--- config.mk ---
export PLATFORM = sky130hd
export DESIGN_NAME = mag_average_and_offset_calibration
export DESIGN_NICKNAME = d
export VERILOG_FILES = /design/src/rtl/mag_pkg.sv /design/src/rtl/mag_average_and_offset_calibration.sv /design/src/rtl/mag_ram.sv /design/src/rtl/mag_div.sv
export VERILOG_INCLUDE_DIRS = /design/src /design/src/rtl
export SDC_FILE = /design/constraint.sdc
export NUM_CORES = 2
export LEC_CHECK = 0
export BUFFER_PORTS_ARGS = -buffer_cell sky130_fd_sc_hd__buf_4
export CORE_ASPECT_RATIO = 1.5
export CORE_MARGIN = 10
export CORE_UTILIZATION = 40
export CTS_CLUSTER_SIZE = 28
export DETAILED_ROUTE_END_ITERATION = 8
export GPL_ROUTABILITY_DRIVEN = 0
export GPL_TIMING_DRIVEN = 0
export PLACE_DENSITY = 0.64
export RECOVER_POWER = 100
export SYNTH_ARGS = -nofsm -noshare
export SYNTH_HDL_FRONTEND = slang
export SYNTH_SLANG_ARGS = --single-unit
--- constraint.sdc ---
create_clock -name clk -period 9.7 [get_ports clk]
set_input_delay 1.94 -clock clk [delete_from_list [all_inputs] [get_ports clk]]
set_output_delay 1.94 -clock clk [all_outputs]
set_load 0.01 [all_outputs]
--- src/rtl/mag_average_and_offset_calibration_defines.svh ---
// Assertion macros shared by the RTL of the magnetometer calibration block.
`ifndef MAG_AVERAGE_AND_OFFSET_CALIBRATION_DEFINES_SVH
`define MAG_AVERAGE_AND_OFFSET_CALIBRATION_DEFINES_SVH

// Assert that an antecedent implies a consequent in the same cycle.
`define MAG_ASSERT_IMP(label, clk, rst_n, ante, cons, msg) \
    label: assert property (@(posedge clk) disable iff (!rst_n) (ante) |-> (cons)) \
        else $error(msg);

// Assert that an antecedent implies a consequent in the following cycle.
`define MAG_ASSERT_NEXT(label, clk, rst_n, ante, cons, msg) \
    label: assert property (@(posedge clk) disable iff (!rst_n) (ante) |=> (cons)) \
        else $error(msg);

`endif

--- src/rtl/mag_pkg.sv ---
package mag_pkg;

    localparam int AVG_DEPTH_DEF = 10;
    localparam int SAMPLE_W = 16;
    localparam int VAL_W = 17;
    localparam int GAIN_W = 32;
    localparam int CAL_W = 16;
    localparam logic [CAL_W-1:0] CAL_CYCLES_RESET = 16'd1000;
    localparam logic [GAIN_W-1:0] GAIN_Y_RESET = 32'd55955;
    localparam logic [GAIN_W-1:0] GAIN_Z_RESET = 32'd61532;
    localparam logic signed [SAMPLE_W-1:0] MAX_RESET = -16'sd100;
    localparam logic signed [SAMPLE_W-1:0] MIN_RESET = 16'sd100;
    localparam logic signed [SAMPLE_W-1:0] OFFSET_RESET = -16'sd1;

    // Request and response of the shared gain divider.
    typedef struct packed {
        logic        start;
        logic [16:0] num;
        logic [16:0] den;
    } div_req_t;

    typedef struct packed {
        logic        done;
        logic [31:0] quot;
    } div_rsp_t;

endpackage

--- src/rtl/mag_average_and_offset_calibration.sv ---
// Three-axis magnetometer moving average with min/max hard-iron calibration.
// Input channel: raw_x/y/z and start_cal, transferred by in_valid/in_ready.
// Output channel: averages, offset-corrected values, offsets, gains and
// cal_done, transferred by out_valid/out_ready; one result per transaction.
// Configuration channel: cfg_valid/cfg_ready carry cal_cycles.
// A sample passes from acceptance to a valid result through a ring memory
// read, a read-modify-write of the ring with the running sums, a reciprocal
// multiplication that divides the sums by the ring depth, the offset
// correction and min/max and offset update, then the load of the output
// register. A sample that completes a calibration adds a second tracking
// pass and two serial Q16.16 gain divisions, run in turn on the one shared
// divider. One sample is processed at a time: a new sample is not accepted
// until the last one has loaded its result. The result sits in an output
// register, and a new sample is accepted as soon as the output register is
// free or being taken, so a stalled receiver stalls the input after one
// buffered result. After reset the ring reads as zero through a clearing
// pass over every entry during which in_ready is low; sums, offsets and
// gains take their reset values at once.
module mag_average_and_offset_calibration #(
    parameter int AVG_DEPTH = mag_pkg::AVG_DEPTH_DEF
) (
    input  logic               clk,
    input  logic               rst_n,
    input  logic               in_valid,
    output logic               in_ready,
    input  logic signed [15:0] raw_x,
    input  logic signed [15:0] raw_y,
    input  logic signed [15:0] raw_z,
    input  logic               start_cal,
    output logic               out_valid,
    input  logic               out_ready,
    output logic signed [15:0] avg_x,
    output logic signed [15:0] avg_y,
    output logic signed [15:0] avg_z,
    output logic signed [16:0] val_x,
    output logic signed [16:0] val_y,
    output logic signed [16:0] val_z,
    output logic signed [15:0] offset_x,
    output logic signed [15:0] offset_y,
    output logic signed [15:0] offset_z,
    output logic [31:0]        gain_y_out,
    output logic [31:0]        gain_z_out,
    output logic               cal_done,
    input  logic               cfg_valid,
    output logic               cfg_ready,
    input  logic [15:0]        cfg_data
);

    localparam int AW = (AVG_DEPTH > 1) ? $clog2(AVG_DEPTH) : 1;
    // Sum width: 17 bits plus the ceiling log2 of the depth, signed.
    localparam int SW = 17 + $clog2(AVG_DEPTH);
    // The division by the ring depth multiplies the sum magnitude by a
    // rounded-up reciprocal. Its error times the largest sum magnitude stays
    // below two to the shift, so the quotient is exact after truncation.
    localparam int RECIP_SHIFT = 28;
    localparam int RECIP_MUL = ((1 << RECIP_SHIFT) + AVG_DEPTH - 1) / AVG_DEPTH;
    localparam int PW = SW + RECIP_SHIFT;

    typedef enum logic [3:0] {
        ST_CLEAR, ST_IDLE, ST_READ, ST_UPDATE, ST_DIVIDE, ST_TRACK,
        ST_GAIN_Y, ST_GAIN_Z, ST_OUT
    } state_t;

    state_t state_reg;
    logic [AW-1:0] clr_reg;
    logic [AW-1:0] slot_reg;
    logic [15:0] cal_cycles_reg;
    logic calibrating_reg;
    logic [15:0] cal_count_reg;
    logic signed [SW-1:0] sum_reg [3];
    logic signed [15:0] raw_reg [3];
    logic signed [15:0] avg_reg [3];
    logic signed [15:0] max_reg [3];
    logic signed [15:0] min_reg [3];
    logic signed [15:0] off_reg [3];
    logic signed [16:0] val_reg [3];
    logic signed [15:0] ooff_reg [3];
    logic [31:0] gain_y_reg;
    logic [31:0] gain_z_reg;
    logic [31:0] ogy_reg;
    logic [31:0] ogz_reg;
    logic done_reg;
    logic finish_reg;
    logic out_valid_reg;

    logic [SW-1:0] sum_mag [3];
    logic [PW-1:0] prod [3];
    logic [15:0] quo_mag [3];
    logic signed [15:0] avg_div [3];
    logic [16:0] rng [3];

    logic ram_we;
    logic [AW-1:0] ram_waddr;
    logic [47:0] ram_wdata;
    logic [47:0] ram_rdata;
    mag_pkg::div_req_t div_req;
    mag_pkg::div_rsp_t div_rsp;
    logic in_fire;
    logic out_free;

    mag_ram #(.WIDTH(48), .DEPTH(AVG_DEPTH)) u_ring (
        .clk   (clk),
        .we    (ram_we),
        .waddr (ram_waddr),
        .wdata (ram_wdata),
        .raddr (slot_reg),
        .rdata (ram_rdata)
    );

    mag_div u_div (
        .clk (clk),
        .rst_n (rst_n),
        .req (div_req),
        .rsp (div_rsp)
    );

    assign out_free = !out_valid_reg || out_ready;
    assign in_ready = (state_reg == ST_IDLE) && out_free;
    assign in_fire = in_valid && in_ready;
    assign cfg_ready = (state_reg == ST_IDLE);

    // Ring writes come from the clearing pass or from the update step.
    always_comb
    begin
        ram_we    = 1'b0;
        ram_waddr = slot_reg;
        ram_wdata = {raw_reg[2], raw_reg[1], raw_reg[0]};
        if (state_reg == ST_CLEAR)
        begin
            ram_we    = 1'b1;
            ram_waddr = clr_reg;
            ram_wdata = '0;
        end
        else if (state_reg == ST_UPDATE)
        begin
            ram_we = 1'b1;
        end
    end

    // Averages truncate toward zero, so the magnitude is divided and the sign
    // restored afterwards. The ranges come straight from the extremes, which
    // already hold the last sample when the divider is started.
    always_comb
    begin
        for (int a = 0; a < 3; a++)
        begin
            sum_mag[a] = sum_reg[a][SW-1] ? $unsigned(-sum_reg[a]) : $unsigned(sum_reg[a]);
            prod[a]    = PW'(sum_mag[a]) * PW'(RECIP_MUL);
            quo_mag[a] = prod[a][RECIP_SHIFT +: 16];
            avg_div[a] = sum_reg[a][SW-1] ? $signed(-quo_mag[a]) : $signed(quo_mag[a]);
            rng[a]     = 17'(max_reg[a]) - 17'(min_reg[a]);
        end
    end

    always_comb
    begin
        div_req.start = 1'b0;
        div_req.num   = rng[0];
        div_req.den   = rng[1];
        if (state_reg == ST_TRACK && finish_reg)
        begin
            div_req.start = 1'b1;
        end
        else if (state_reg == ST_GAIN_Y && div_rsp.done)
        begin
            div_req.start = 1'b1;
            div_req.den   = rng[2];
        end
    end

    always_ff @(posedge clk or negedge rst_n)
    begin
        if (!rst_n)
        begin
            state_reg       <= ST_CLEAR;
            clr_reg         <= '0;
            slot_reg        <= '0;
            cal_cycles_reg  <= mag_pkg::CAL_CYCLES_RESET;
            calibrating_reg <= 1'b0;
            cal_count_reg   <= '0;
            gain_y_reg      <= mag_pkg::GAIN_Y_RESET;
            gain_z_reg      <= mag_pkg::GAIN_Z_RESET;
            out_valid_reg   <= 1'b0;
            finish_reg      <= 1'b0;
            for (int a = 0; a < 3; a++)
            begin
                sum_reg[a] <= '0;
                max_reg[a] <= mag_pkg::MAX_RESET;
                min_reg[a] <= mag_pkg::MIN_RESET;
                off_reg[a] <= mag_pkg::OFFSET_RESET;
            end
        end
        else
        begin
            if (out_valid_reg && out_ready)
            begin
                out_valid_reg <= 1'b0;
            end
            if (cfg_valid && cfg_ready)
            begin
                cal_cycles_reg <= cfg_data;
            end
            unique case (state_reg)
                ST_CLEAR:
                begin
                    clr_reg <= clr_reg + AW'(1);
                    if (clr_reg == AW'(AVG_DEPTH - 1))
                    begin
                        state_reg <= ST_IDLE;
                    end
                end
                ST_IDLE:
                begin
                    if (in_fire)
                    begin
                        raw_reg[0] <= raw_x;
                        raw_reg[1] <= raw_y;
                        raw_reg[2] <= raw_z;
                        if (start_cal)
                        begin
                            calibrating_reg <= 1'b1;
                        end
                        state_reg <= ST_READ;
                    end
                end
                ST_READ:
                begin
                    state_reg <= ST_UPDATE;
                end
                ST_UPDATE:
                begin
                    for (int a = 0; a < 3; a++)
                    begin
                        sum_reg[a] <= sum_reg[a] + SW'(raw_reg[a])
                            - SW'($signed(ram_rdata[16*a +: 16]));
                    end
                    slot_reg <= (slot_reg == AW'(AVG_DEPTH - 1)) ? '0 : slot_reg + AW'(1);
                    state_reg <= ST_DIVIDE;
                end
                ST_DIVIDE:
                begin
                    for (int a = 0; a < 3; a++)
                    begin
                        avg_reg[a] <= avg_div[a];
                    end
                    state_reg <= ST_TRACK;
                end
                ST_TRACK:
                begin
                    // The offsets read here are still the ones from before
                    // this sample, on both passes of a finishing sample.
                    for (int a = 0; a < 3; a++)
                    begin
                        val_reg[a] <= 17'(avg_reg[a]) - 17'(off_reg[a]);
                    end
                    // On finish, offsets and ranges use the updated extremes.
                    finish_reg <= 1'b0;
                    state_reg  <= ST_OUT;
                    if (calibrating_reg)
                    begin
                        for (int a = 0; a < 3; a++)
                        begin
                            if (avg_reg[a] > max_reg[a])
                            begin
                                max_reg[a] <= avg_reg[a];
                            end
                            if (avg_reg[a] < min_reg[a])
                            begin
                                min_reg[a] <= avg_reg[a];
                            end
                        end
                        if (!finish_reg && cal_count_reg == cal_cycles_reg)
                        begin
                            finish_reg <= 1'b1;
                            state_reg  <= ST_TRACK;
                        end
                        else if (finish_reg)
                        begin
                            for (int a = 0; a < 3; a++)
                            begin
                                off_reg[a] <= 16'((17'(max_reg[a]) + 17'(min_reg[a])) / 17'sd2);
                            end
                            cal_count_reg   <= 16'd1;
                            calibrating_reg <= 1'b0;
                            state_reg       <= ST_GAIN_Y;
                        end
                        else
                        begin
                            cal_count_reg <= cal_count_reg + 16'd1;
                        end
                    end
                end
                ST_GAIN_Y:
                begin
                    if (div_rsp.done)
                    begin
                        gain_y_reg <= div_rsp.quot;
                        state_reg  <= ST_GAIN_Z;
                    end
                end
                ST_GAIN_Z:
                begin
                    if (div_rsp.done)
                    begin
                        gain_z_reg <= div_rsp.quot;
                        state_reg  <= ST_OUT;
                        finish_reg <= 1'b1;
                    end
                end
                ST_OUT:
                begin
                    if (out_free)
                    begin
                        out_valid_reg <= 1'b1;
                        done_reg      <= finish_reg;
                        finish_reg    <= 1'b0;
                        ogy_reg       <= gain_y_reg;
                        ogz_reg       <= gain_z_reg;
                        for (int a = 0; a < 3; a++)
                        begin
                            ooff_reg[a] <= off_reg[a];
                        end
                        state_reg <= ST_IDLE;
                    end
                end
                default:
                begin
                    state_reg <= ST_IDLE;
                end
            endcase
        end
    end

    assign out_valid  = out_valid_reg;
    assign avg_x      = avg_reg[0];
    assign avg_y      = avg_reg[1];
    assign avg_z      = avg_reg[2];
    assign val_x      = val_reg[0];
    assign val_y      = val_reg[1];
    assign val_z      = val_reg[2];
    assign offset_x   = ooff_reg[0];
    assign offset_y   = ooff_reg[1];
    assign offset_z   = ooff_reg[2];
    assign gain_y_out = ogy_reg;
    assign gain_z_out = ogz_reg;
    assign cal_done   = done_reg;

`include "mag_average_and_offset_calibration_defines.svh"

    `MAG_ASSERT_IMP(a_no_accept_busy, clk, rst_n, state_reg != ST_IDLE, !in_ready,
        "input accepted while a sample is in flight")
    `MAG_ASSERT_NEXT(a_accept_starts, clk, rst_n, in_fire, state_reg == ST_READ,
        "accepted sample did not start the ring read")
    `MAG_ASSERT_IMP(a_slot_range, clk, rst_n, 1'b1, slot_reg < AW'(AVG_DEPTH),
        "ring slot beyond depth")
    `MAG_ASSERT_NEXT(a_done_ends_cal, clk, rst_n,
        state_reg == ST_GAIN_Y, !calibrating_reg,
        "calibration still active during gain computation")

endmodule

--- src/rtl/mag_ram.sv ---
module mag_ram #(
    parameter int WIDTH = 48,
    parameter int DEPTH = 10
) (
    input  logic                     clk,
    input  logic                     we,
    input  logic [$clog2(DEPTH)-1:0] waddr,
    input  logic [WIDTH-1:0]         wdata,
    input  logic [$clog2(DEPTH)-1:0] raddr,
    output logic [WIDTH-1:0]         rdata
);

    logic [WIDTH-1:0] mem [DEPTH];

    always_ff @(posedge clk)
    begin
        if (we)
        begin
            mem[waddr] <= wdata;
        end
        rdata <= mem[raddr];
    end

endmodule

--- src/rtl/mag_div.sv ---
// Restoring divider: quotient = num * 65536 / den, one quotient bit per cycle.
// A zero divisor or a quotient beyond 32 bits saturates to all ones.
module mag_div (
    input  logic              clk,
    input  logic              rst_n,
    input  mag_pkg::div_req_t req,
    output mag_pkg::div_rsp_t rsp
);

    logic [5:0]  cnt_reg;
    logic        busy_reg;
    logic [32:0] num_reg;
    logic [17:0] rem_reg;
    logic [16:0] den_reg;
    logic [32:0] quot_reg;
    logic        zero_reg;
    logic        done_reg;
    logic [17:0] trial;
    logic [17:0] shifted;

    assign shifted = {rem_reg[16:0], num_reg[32]};
    assign trial = shifted - {1'b0, den_reg};

    always_ff @(posedge clk or negedge rst_n)
    begin
        if (!rst_n)
        begin
            busy_reg <= 1'b0;
            done_reg <= 1'b0;
            cnt_reg  <= '0;
        end
        else
        begin
            done_reg <= 1'b0;
            if (req.start)
            begin
                busy_reg <= 1'b1;
                cnt_reg  <= 6'd33;
                num_reg  <= {req.num, 16'd0};
                den_reg  <= req.den;
                zero_reg <= (req.den == '0);
                rem_reg  <= '0;
                quot_reg <= '0;
            end
            else if (busy_reg)
            begin
                num_reg <= {num_reg[31:0], 1'b0};
                if (!trial[17])
                begin
                    rem_reg  <= trial;
                    quot_reg <= {quot_reg[31:0], 1'b1};
                end
                else
                begin
                    rem_reg  <= shifted;
                    quot_reg <= {quot_reg[31:0], 1'b0};
                end
                cnt_reg <= cnt_reg - 6'd1;
                if (cnt_reg == 6'd1)
                begin
                    busy_reg <= 1'b0;
                    done_reg <= 1'b1;
                end
            end
        end
    end

    assign rsp.done = done_reg;
    assign rsp.quot = (zero_reg || quot_reg[32]) ? '1 : quot_reg[31:0];

endmodule
After elaboration in Yosys (flattened, before gate mapping). Memories as Yosys holds them, arrays and structs flattened. A register that Yosys moved wholly into a read port is not among the register bits. Cells that the tools add are included.

RAM bits: 675. Memories kept: 5. Bits of input ports: 70. Word-level logic and storage cells: 201. Output and inout bits: 215. Bits in registers: 493.

Reduce and logical (&&, ||, !) cells: 36. Order comparisons: 6. $mul: 3. Add/sub/neg operators: 29. Bitwise operators: 4. Muxes and demuxes: 66. Eq/ne operators: 18.

Memories: u_ring.mem (words 10, width 48, read ports 1, clocked after memory_dff 1, write ports 1, line mag_ram.sv:13) `logic [WIDTH-1:0] mem [DEPTH];`; val_reg (words 3, width 17, read ports 3, clocked after memory_dff 0, write ports 3, line mag_average_and_offset_calibration.sv:76) `logic signed [16:0] val_reg [3];`; avg_reg (words 3, width 16, read ports 3, clocked after memory_dff 0, write ports 3, line mag_average_and_offset_calibration.sv:72) `logic signed [15:0] avg_reg [3];`; ooff_reg (words 3, width 16, read ports 3, clocked after memory_dff 0, write ports 3, line mag_average_and_offset_calibration.sv:77) `logic signed [15:0] ooff_reg [3];`; raw_reg (words 3, width 16, read ports 3, clocked after memory_dff 0, write ports 3, line mag_average_and_offset_calibration.sv:71) `logic signed [15:0] raw_reg [3];`.

Operator list (number): 21-bit by 24-bit multiplier with 43-bit output (second input constant) (3); 16-bit by 16-bit subtractor with 17-bit output (6); 33-bit two-way mux (3); 16-bit two-way mux (4); 21-bit by 16-bit adder with 21-bit output (3); 21-bit two-way mux (3); 21-bit negation (3); 21-bit by 16-bit subtractor with 21-bit output (3); 16-bit by 16-bit adder with 17-bit output (3); 16-bit by 1-bit adder with 16-bit output (3); 16-bit greater-than comparator (3); 16-bit less-than comparator (3); 48-bit two-way mux (1); 16-bit negation (3); 4-bit two-way mux (10); 18-bit two-way mux (2); 4-bit one-hot mux with 9 select lines (1); 1-bit two-way mux (35); 17-bit two-way mux (2); 32-bit two-way mux (1); 3-bit AND reduction (10); 18-bit by 17-bit subtractor with 18-bit output (1); 17-bit logical NOT (1); 16-bit by 1-bit adder with 16-bit output (second input constant) (1); other kinds (24) (54).

Depth between registers and ports, before layout.
Word-level depth: 8. Gate-level depth with buffers: 36.

Cells and area by module. From an unflattened synthesis, not the netlist that was laid out.

Cell total of the unflattened synthesis: 7241. Area total of the unflattened synthesis: 81763.4 µm².

By module, submodules not included: mag_average_and_offset_calibration (area each 56142.6 µm², cells each 5679, times used 1); mag_ram (area each 19711.4 µm², cells each 1038, times used 1); mag_div (area each 5909.4 µm², cells each 524, times used 1).

Worst setup path before layout. Ideal clock, no wire load.

Path kind: flip-flop to flip-flop. Start point: register sum_reg[46] (netlist bit). End point: memory avg_reg[0][15] (data pin). Arrival time: 8.449 ns. Library setup time: 0.260 ns. Slack: 0.992 ns. Stages on the path, launching flop included: 32. Path through: dfrtp_1 > nor4_1 > nand3_1 > inv_1 > nand2_1 > o41ai_1 > xnor2_1 > and2_1 > inv_1 > fa_1 > inv_1 > fa_1 > fa_1 > fa_1 > fa_1 > inv_1 > fa_1 > inv_1 > ha_1 > nand3_1 > nor2_1 > a221oi_1 > o21ai_0 > or2_2 > o22ai_1 > xnor2_1 > a2111oi_0 > nand4b_1 > or4_4 > and2_0 > or4_1 > xnor2_1.

RTL lines: start: declaration (line mag_average_and_offset_calibration.sv:70) `logic signed [SW-1:0] sum_reg [3];`; start signal: indexed assignment (line mag_average_and_offset_calibration.sv:234) `sum_reg[a] <= sum_reg[a] + SW'(raw_reg[a])`; end: declaration (line mag_average_and_offset_calibration.sv:72).

==> results.yml <==
run:
  max_cap_viol_count: 23
placed_design:
  place_ws_ps: -830
  dp_hpwl_mm: 164
  port_buffers: 284
  placed_cell_area_um2: 86800
timing:
  setup_viol: 0
  rsz0062_at_grt: "no"
  tightestPinTransition_ps: 4350
  setup_slack_ps: 514
  hold_viol_final: 0
  finClkSkew_ps: 33.4
  max_slew_margin: -1.90
  finalSetupTns_ps: 0
  period_minus_slack_ps: 9190
  fin_crit_sh: 0.947
  fmax_mhz: 109
  maxSlewViolCount: 662
global_route:
  grt_usage: 0.183
  grt_max_degree: 120
  overflow: 0
  grt_pass1_vias: 56100
  antenna_found_initial: 4
  grt_pass1_wl_mm: 319
yosys:
  netlist.area_leader.share: 0.313
  syn_inst: 7097
  ys.flop_type: "edfxtp_1"
  syn_nets: 8450
  synth_cell_types: 91
  ys_seq_area_frac: 0.428
  ys_ff_latch: 1215
  synth_area_leader_cell: "edfxtp_1"
  yosysWarnings: 0
  synth-edff-count: 841
  ys_top_cells_by_area: "edfxtp_1 31%, ha_1 13%, fa_1 11%, dfrtp_1 6.5%, inv_1 5.3%"
  syn_avg_cell_area_um2: 11.4
  async_flop_share: 0.268
  netlist_area_um2: 80600
route:
  detail-route-antenna-nets: 0
  drc: 0
  finalWirelength_mm: 206
  vias: 53900
  route.detailed.wl_per_inst_um: 20.1
  drt-pass1-iter-count: 5
  drtIter0Drc: 3445
  routed_via_density: 5.24
die:
  std_cell_rows: 201
  io_pins: 285
  die_h_um: 570
  core-area_um2: 200000
  start_util: 0.403
  die_area_um2: 220000
  die_w_um: 387
clock_tree:
  htreeDepth: 3
  numCtsBuffers: 117
  tritoncts: "done"
  cts_buffer_depth: 3
  cts.sinks: 1215
  clk_latency_ps: 760
  ctsHoldBuffers: 0
  root_buffer: "clkbuf_16"
  clkTransAtPathRegs_ps: 70
pwr:
  power_density_nw_per_um2: 117
  p_leak_uw: 0.0395
  clkPwrFrac: 0.461
  ir_worst_vdd_v: 0.000158
  p_sw_frac: 0.208
  p_int_uw: 8310
  combPwrFrac: 0.011
  switching_power_uw: 2180
  pwr-share-seq: 0.527
  report.power.total_uw: 10500
layout:
  layout.area.seq_um2: 34500
  n_fill_cell: 18700
  largest_reg_flops: 480
  area.growth.synth_to_final_pct: 11.3
  drive_above_1_share: 0.0777
  multi_input_area_um2: 41300
  nets: 8884
  fin_util: 0.448
  fin_area_um2: 89700
critical_path:
  cp_max_fo: 10
  startpoint_type: "flop"
  crit_required_ps: 10180
  arrival_ps: 9660
  crit_path_max_incr_delay_ps: 560
  critical_path_class: "flop to flop"
  end_kind: "flop"
  slowest_stage: "dfrtp_1"
min_path:
  hold_path.class: "flop to flop"
status:
  status: "finished, violations left"
  violations: "max-capacitance violations, max-slew violations"
[Yosys cell counts, drive strengths merged, types with 26 or more instances]
master	count
or3	43
o31ai	43
mux2	95
nand2b	56
fa	442
o21a	28
clkbuf	169
a31oi	42
ha	841
inv	1134
o21ai	303
dfstp	116
xnor2	233
nor2b	99
dfxtp	48
dfrtp	210
and3	41
mux2i	131
a21o	99
o211ai	43
nand3	103
xor2	126
mux4	96
buf	26
a211oi	90
nor4	32
nor2	499
a21boi	50
a21oi	308
nand4	54
edfxtp	841
nor3	90
nand2	326
[worst paths after layout]
path | to | slack [ps] | startpoint | depth (start not counted)
max in group asynchronous | gain_y_reg[21] | 2110 | rst_n | 4
worst max register to register | avg_reg[0][41] | 510 | sum_reg[20] | 31
worst min-delay path | gain_y_out[16] | 450 | gain_y_reg[16] | 0
worst max-delay path | avg_reg[0][41] | 510 | sum_reg[20] | 31
worst min register to register | gain_y_out[16] | 450 | gain_y_reg[16] | 0
min in group asynchronous | sum_reg[2] | 2700 | rst_n | 1
[final cells by class]
type                            instances  share of cell area
Antenna cell                            3           0.0000837
Buffer                                193             0.00833
Clock buffer                          146              0.0344
Clock inverter                         77              0.0110
Inverter                             1135              0.0475
Multi-Input combinational cell       4552               0.461
Sequential cell                      1215               0.385
Tap cell                             2639              0.0368
Timing Repair Buffer                  317              0.0165
[per-layer routing]
| layer | track usage | part of all wire | up-vias |
|---|---|---|---|
| li1 | - | - | 25400 |
| met1 | 0.214 | 0.40 | 26700 |
| met2 | 0.340 | 0.52 | 1394 |
| met3 | 0.0195 | 0.039 | 375 |
| met4 | 0.0728 | 0.040 | 2 |
| met5 | 0 | 0.000044 | - |
[cells by family after synthesis]
kind of cell,share of synthesized area
AND/OR/NAND/NOR,0.0853
XOR/XNOR,0.0393
flip-flops,0.428
buffers and inverters,0.0620
adder cells (fa/ha/maj),0.240
AO/OA/AOI/OAI,0.0887
multiplexers,0.0563
[power by group through the flow]
stage / logic (uW) / clock network [uW] / registers [uW]
5_1_grt: 135 / 5130 / 5530
2_1_floorplan: 48.2 / 0 / 5630
6_report: 120 / 4840 / 5530
4_1_cts: 126 / 4920 / 5530
3_3_place_gp: 118 / 0 / 5640
3_5_place_dp: 126 / 0 / 5640
[cells in the final DEF, fill, tap and decap left out, types with 19 or more instances in the layout]
cell type,n
o21ai_0,300
nor2_1,499
dfrtp_1,209
or2_2,22
ha_1,841
a211oi_1,89
xor2_1,126
o21a_1,28
nand2_1,326
clkbuf_4,44
nor2b_1,98
buf_4,23
dfstp_2,58
edfxtp_1,841
and3_1,41
o211ai_1,42
a31oi_1,42
clkbuf_16,118
mux4_2,96
nor4_1,29
a21oi_1,307
nand4_1,54
mux2_2,94
nand3_1,103
mux2i_1,131
a21o_1,98
nor3_1,88
xnor2_1,221
or3_1,41
a21boi_0,48
dfstp_1,58
clkinv_2,20
fa_1,442
o21bai_1,19
inv_1,1133
dfxtp_1,48
nand2b_1,56
o31ai_1,41
clkbuf_1,440
[repair_timing]
action | CTS | global route
setup buffers | 0 | 4
endpoints found under the hold margin | 0 | 0
gates resized for setup | 20 | 36
pin swaps | 0 | 2
setup endpoints to repair | 19 | 15
[metrics by stage]
step                      hold WS [ps]  instances
after CTS                          454      10300
after global routing               460      10300
final                              452      10300
after floorplan                    423       7097
after detailed placement           439      10000
after global placement             434      10000
[worst max-delay path: cells and delay by family, from the launching register on]
family | cells | cell delay, ps
buf+inv | 8 | 1090
fa+ha+maj | 8 | 3450
flops | 1 | 560
mux | 1 | 360
xor+xnor | 2 | 550
simple gates | 4 | 1070
compound gates | 8 | 1800
No activity file was read; power rests on OpenSTA's default activity.
